**src/rtl/im2row_gather_address_generator_core_macros.svh**
```systemverilog
// Assertion macros shared by the im2row gather address generator.
`ifndef IM2ROW_GATHER_ADDRESS_GENERATOR_CORE_MACROS_SVH
`define IM2ROW_GATHER_ADDRESS_GENERATOR_CORE_MACROS_SVH

// Same-cycle implication, checked outside reset.
`define I2R_ASSERT_NOW(lbl, clk, rst, ante, cons, msg) \
   lbl: assert property (@(posedge clk) disable iff (rst) (ante) |-> (cons)) else $error(msg);

// Next-cycle implication, checked outside reset.
`define I2R_ASSERT_NEXT(lbl, clk, rst, ante, cons, msg) \
   lbl: assert property (@(posedge clk) disable iff (rst) (ante) |=> (cons)) else $error(msg);

`endif

```
**src/rtl/i2r_div.sv**
```systemverilog
// Pipelined restoring divider, one quotient bit per stage, with a payload.
module i2r_div #(
   parameter int NW = 28,
   parameter int DW = 16,
   parameter int PW = 8
) (
   input  logic          clock,
   input  logic          reset,
   input  logic          en,
   input  logic          in_vld,
   input  logic [NW-1:0] dividend,
   input  logic [DW-1:0] divisor,
   input  logic [PW-1:0] in_pay,
   output logic          out_vld,
   output logic [NW-1:0] quo,
   output logic [DW-1:0] rem,
   output logic [PW-1:0] out_pay
);

   logic [NW-1:0] vld_ff;
   logic [NW-1:0] vld_in;
   logic [DW-1:0] rem_ff  [NW];
   logic [DW-1:0] rem_in  [NW];
   logic [NW-1:0] num_ff  [NW];
   logic [NW-1:0] num_in  [NW];
   logic [PW-1:0] pay_ff  [NW];
   logic [PW-1:0] pay_in  [NW];

   assign vld_in = {vld_ff[NW-2:0], in_vld};

   for (genvar g = 0; g < NW; g++) begin : g_stage
      logic [DW-1:0] rem_prev;
      logic [NW-1:0] num_prev;
      logic [DW:0]   trial;
      logic [DW:0]   diff;
      logic          take;

      if (g == 0) begin : g_first
         assign rem_prev  = '0;
         assign num_prev  = dividend;
         assign pay_in[g] = in_pay;
      end else begin : g_rest
         assign rem_prev  = rem_ff[g-1];
         assign num_prev  = num_ff[g-1];
         assign pay_in[g] = pay_ff[g-1];
      end

      // Bring down the next dividend bit and subtract where it fits.
      assign trial     = {rem_prev, num_prev[NW-1]};
      assign diff      = trial - {1'b0, divisor};
      assign take      = trial >= {1'b0, divisor};
      assign rem_in[g] = take ? diff[DW-1:0] : trial[DW-1:0];
      assign num_in[g] = {num_prev[NW-2:0], take};
   end

   always_ff @(posedge clock) begin
      if (reset) begin
         vld_ff <= '0;
      end else if (en) begin
         vld_ff <= vld_in;
      end
      if (en) begin
         for (int i = 0; i < NW; i++) begin
            rem_ff[i] <= rem_in[i];
            num_ff[i] <= num_in[i];
            pay_ff[i] <= pay_in[i];
         end
      end
   end

   assign out_vld = vld_ff[NW-1];
   assign quo     = num_ff[NW-1];
   assign rem     = rem_ff[NW-1];
   assign out_pay = pay_ff[NW-1];

endmodule

```
**config.mk**
```make
export PLATFORM = sky130hd
export DESIGN_NAME = i2r_div
export DESIGN_NICKNAME = d
export VERILOG_FILES = /design/src/rtl/im2row_gather_address_generator_core_macros.svh /design/src/rtl/i2r_div.sv
export SDC_FILE = /design/constraint.sdc
export NUM_CORES = 2
export LEC_CHECK = 0
export BUFFER_PORTS_ARGS = -buffer_cell sky130_fd_sc_hd__buf_2
export CAP_MARGIN = 30
export CELL_PAD_IN_SITES_DETAIL_PLACEMENT = 1
export CELL_PAD_IN_SITES_GLOBAL_PLACEMENT = 2
export CORE_MARGIN = 4
export CORE_UTILIZATION = 50
export CTS_CLUSTER_SIZE = 8
export DETAILED_ROUTE_END_ITERATION = 10
export GPL_TIMING_DRIVEN = 0
export PLACE_DENSITY = 0.86
export SYNTH_ARGS = -nofsm -noshare
export SYNTH_HDL_FRONTEND = slang
export SYNTH_SLANG_ARGS = --single-unit
```
**constraint.sdc**
```tcl
create_clock -name clock -period 7.24 [get_ports clock]
set_input_delay 1.448 -clock clock [delete_from_list [all_inputs] [get_ports clock]]
set_output_delay 1.448 -clock clock [all_outputs]
set_load 0.05 [all_outputs]
```
==> impl_metrics.csv <==
group,metric,value,unit
outcome,status,"finished, final reports clean",
grt,grt_max_degree,186,
grt,grt_overflow,0,
power,p_leak,29.64,nW
timing,fin_crit,5501,ps
worst_setup_path,path_buf_inv,5,
power,p_sw_share,33.61,%
worst_setup_path,cp-start-kind,"input pin",
synthesis,synthesis.nets,5376,
detailed_routing,avgViaCountPerCell,5.720,
power,p_total,34.89,mW
floorplan,die_height,380.6,microns
floorplan,ios,109,
floorplan,row_count,136,
synthesis,ys_seq_area_share,63.81,%
power,power_switching,11.73,mW
layout,drive_above_1_share,14.32,%
synthesis,syn_area_per_cell,14.28,sq um
layout,syn_to_final_growth,13.00,%
worst_setup_path,arrival,6020,ps
timing,tightest_slew,1018,ps
detailed_routing,firstDrtPassIters,5,
synthesis,syn_inst,4859,
detailed_routing,drtIter0Drc,2398,
timing,fmax,181.8,MHz
synthesis,synth_top_cells_by_area,"edfxtp_1 (63%), ha_1 (7.8%), mux2_2 (4.0%), xnor2_1 (2.5%), a21oi_1 (2.0%)",
worst_setup_path,crit_path_max_fanout,19,
grt,grt_pass1_vias,43260,
floorplan,core,137700,sq um
grt,grt_pass1_wl,238600,microns
job,drv_cap,0,
synthesis,synth-async-reset-ratio,0,%
timing,whs,384.2,ps
timing,rsz0062_at_grt,"false",
worst_setup_path,max_stage_delay,480,ps
clock_tree,post-cts-setup-buffer-count,0,
clock_tree,ctsHoldBuffers,0,
synthesis,synth_seq_cells,1484,
synthesis,synth_area,69400,sq um
clock_tree,ctsResizeCount,0,
power,peakVddDrop,233.4,uV
clock_tree,clkLatencyLatePin,830,ps
layout,fin_area,78420,sq um
floorplan,initial_utilization,50.41,%
detailed_routing,via_count,40220,
floorplan,die-area,144800,sq um
place,io_buffers,107,
clock_tree,clock_path_buffers,3,
clock_tree,htreeDepth,4,
layout,n_fill_cell,13150,
detailed_routing,detail_route.wl_per_cell,21.43,microns
place,place.gp.congestion,0.8119,
power,power_frac_seq,37.2,%
power,combPwrFrac,38.4,%
synthesis,yosys.area.top_type,"edfxtp_1",
synthesis,ys.flop_type,"edfxtp_1",
detailed_routing,ant_nets,0,
worst_setup_path,path_class,"input pin to flip-flop",
detailed_routing,drcViolationCount,0,
worst_hold_path,hp-class,"flip-flop to flip-flop",
place,dpl.cell_count,6785,
worst_setup_path,worstPathCellList,"buf_4 > clkbuf_1 > inv_2 > buf_12 > ha_1 > nor2b_1 > o21ai_0 > a21boi_0 > o21ai_0 > a21boi_0 > a41oi_1 > o22ai_1 > a21oi_2 > buf_2 > mux2_2",
grt,grt_util_all_layers,20.84,%
layout,final_cells,7031,
synthesis,synth.most_common_cell,"edfxtp_1",
layout,fin_nets,5715,
power,power_density,444.9,nW/um^2
power,power_frac_clock,24.4,%
place,dp_hpwl,101300,microns
worst_setup_path,path_delay_family,"compound AO/OA/AOI/OAI gates",
timing,slew_headroom,31.54,%
timing,fin_crit_sh,75.98,%
clock_tree,clkSinkCount,1484,
timing,finalMaxSlewViolations,0,
clock_tree,cts_buffers,205,
layout,diodes,0,
synthesis,synth_top_area_share,63.00,%
synthesis,synth_edf_count,1456,
timing,finalHoldViolCount,0,
synthesis,synthDistinctLibCells,92,
worst_setup_path,required,7760,ps
detailed_routing,wirelength,150700,microns
worst_setup_path,slowest_stage,"a21oi_2",
synthesis,yosys-top-cells-count,"edfxtp_1 (1456), ha_1 (434), nor2_1 (337)",
clock_tree,clkSlewWorstSetupHoldPaths,50,ps
timing,clock_skew,74.15,ps
worst_setup_path,crit_path_end_kind,"flip-flop",
clock_tree,root_buffer,"clkbuf_16",
timing,setup-tns-final,0,ps
place,placed_cell_area,72770,sq um
timing,setup_violations,0,
clock_tree,cts_tree,"built",
power,p_int,23.16,mW
synthesis,yosys_warnings,0,
floorplan,die_x,380.6,microns
grt,antenna_found_initial,2,
-- cell usage in the layout (no fill, tap or decap), types with 16 or more instances in the layout --
cell | Yosys | layout
a211oi_1 | 32 | 32
a21boi_0 | 40 | 40
a21o_1 | 97 | 97
a21oi_1 | 272 | 272
a31oi_1 | 33 | 33
and3_1 | 35 | 35
buf_12 | 1 | 17
buf_2 | 22 | 127
clkbuf_1 | 32 | 54
clkbuf_16 | 0 | 205
dfxtp_1 | 28 | 28
edfxtp_1 | 1456 | 1456
fa_1 | 27 | 27
ha_1 | 434 | 434
inv_1 | 205 | 190
inv_2 | 1 | 16
mux2_2 | 245 | 245
mux2_4 | 35 | 35
mux2i_1 | 78 | 78
nand2_1 | 202 | 202
nand2b_1 | 44 | 44
nand3_1 | 74 | 74
nand4_1 | 52 | 52
nor2_1 | 337 | 337
nor2b_1 | 66 | 66
nor3_1 | 84 | 84
nor4_1 | 26 | 26
o211ai_1 | 23 | 23
o21a_1 | 47 | 47
o21ai_0 | 191 | 191
o21ai_1 | 16 | 16
o21bai_1 | 19 | 19
o31a_1 | 18 | 18
o31ai_1 | 24 | 24
or3_1 | 26 | 26
xnor2_1 | 200 | 200
xor2_1 | 107 | 107
-- worst reg2reg max path, delay by kind of cell, from the launching register on --
family / cells / cell delay [ps]
AOI/OAI and AO/OA: 7 / 2070
and+or+nand+nor: 1 / 130
buffers and inverters: 1 / 390
muxes: 1 / 390
DFF: 1 / 380
adders and majority gates: 1 / 310
-- state kept, by name, indices dropped and copies added (netlist names) --
name,flops
num_ff,784
pay_ff,224
vld_ff,28
rem_ff,448
-- logic make-up after synthesis --
kind of cell | Yosys count | share of synthesized area (%)
mux | 361 | 5.906
fa+ha+maj | 461 | 8.603
compound gates | 954 | 9.052
flops | 1484 | 63.81
simple gates | 1008 | 6.986
xor+xnor | 307 | 3.874
buf+inv | 284 | 1.772
-- final cells by class --
cell class                      instances  area (sq um)  share of cell area [%]
Sequential cell                      1484         44280                   56.47
Multi-Input combinational cell       3091         23890                   30.46
Clock buffer                          227          5213                   6.647
Tap cell                             1794          2245                   2.862
Timing Repair Buffer                  132          1129                   1.439
Inverter                              206         773.2                  0.9860
Buffer                                 78         456.7                  0.5823
Clock inverter                         19         435.4                  0.5552
-- stage by stage --
stage | util (%) | setup slack [ps]
finish | 56.97 | 1739
global placement | 52.43 | -17930
CTS | 56.97 | 1766
global route | 56.97 | 1493
detailed placement | 52.86 | 967.3
floorplan | - | 2389
-- final timing paths --
kind / startpoint / to / slack, ps / cells past startpoint
hold / removal: num_ff[0][194] / num_ff[0][223] / 380 / 0
hold reg to reg: num_ff[0][194] / num_ff[0][223] / 380 / 0
setup / recovery: divisor[1] / rem_ff[1][77] / 1740 / 15
setup reg to reg: rem_ff[1][48] / rem_ff[1][77] / 3310 / 11
-- power groups by stage --
stage	Combinational, mW	Clock (mW)	Sequential, mW
6_report	13.4	8.52	13.0
5_1_grt	14.8	9.20	13.1
4_1_cts	13.4	8.79	13.0
3_5_place_dp	13.2	0	13.1
3_3_place_gp	12.7	0	13.4
2_1_floorplan	9.98	0	12.8
-- layer usage --
layer  wire (microns)  global-route usage (%)  vias to the layer above
li1                 -                       -                    19210
met1            65390                   27.18                    20000
met2            74710                   35.73                      749
met3             6534                   3.670                      262
met4             4041                   6.366                        0
met5                0                       0                        -
Note: power is estimated with default switching activity, not from simulation.
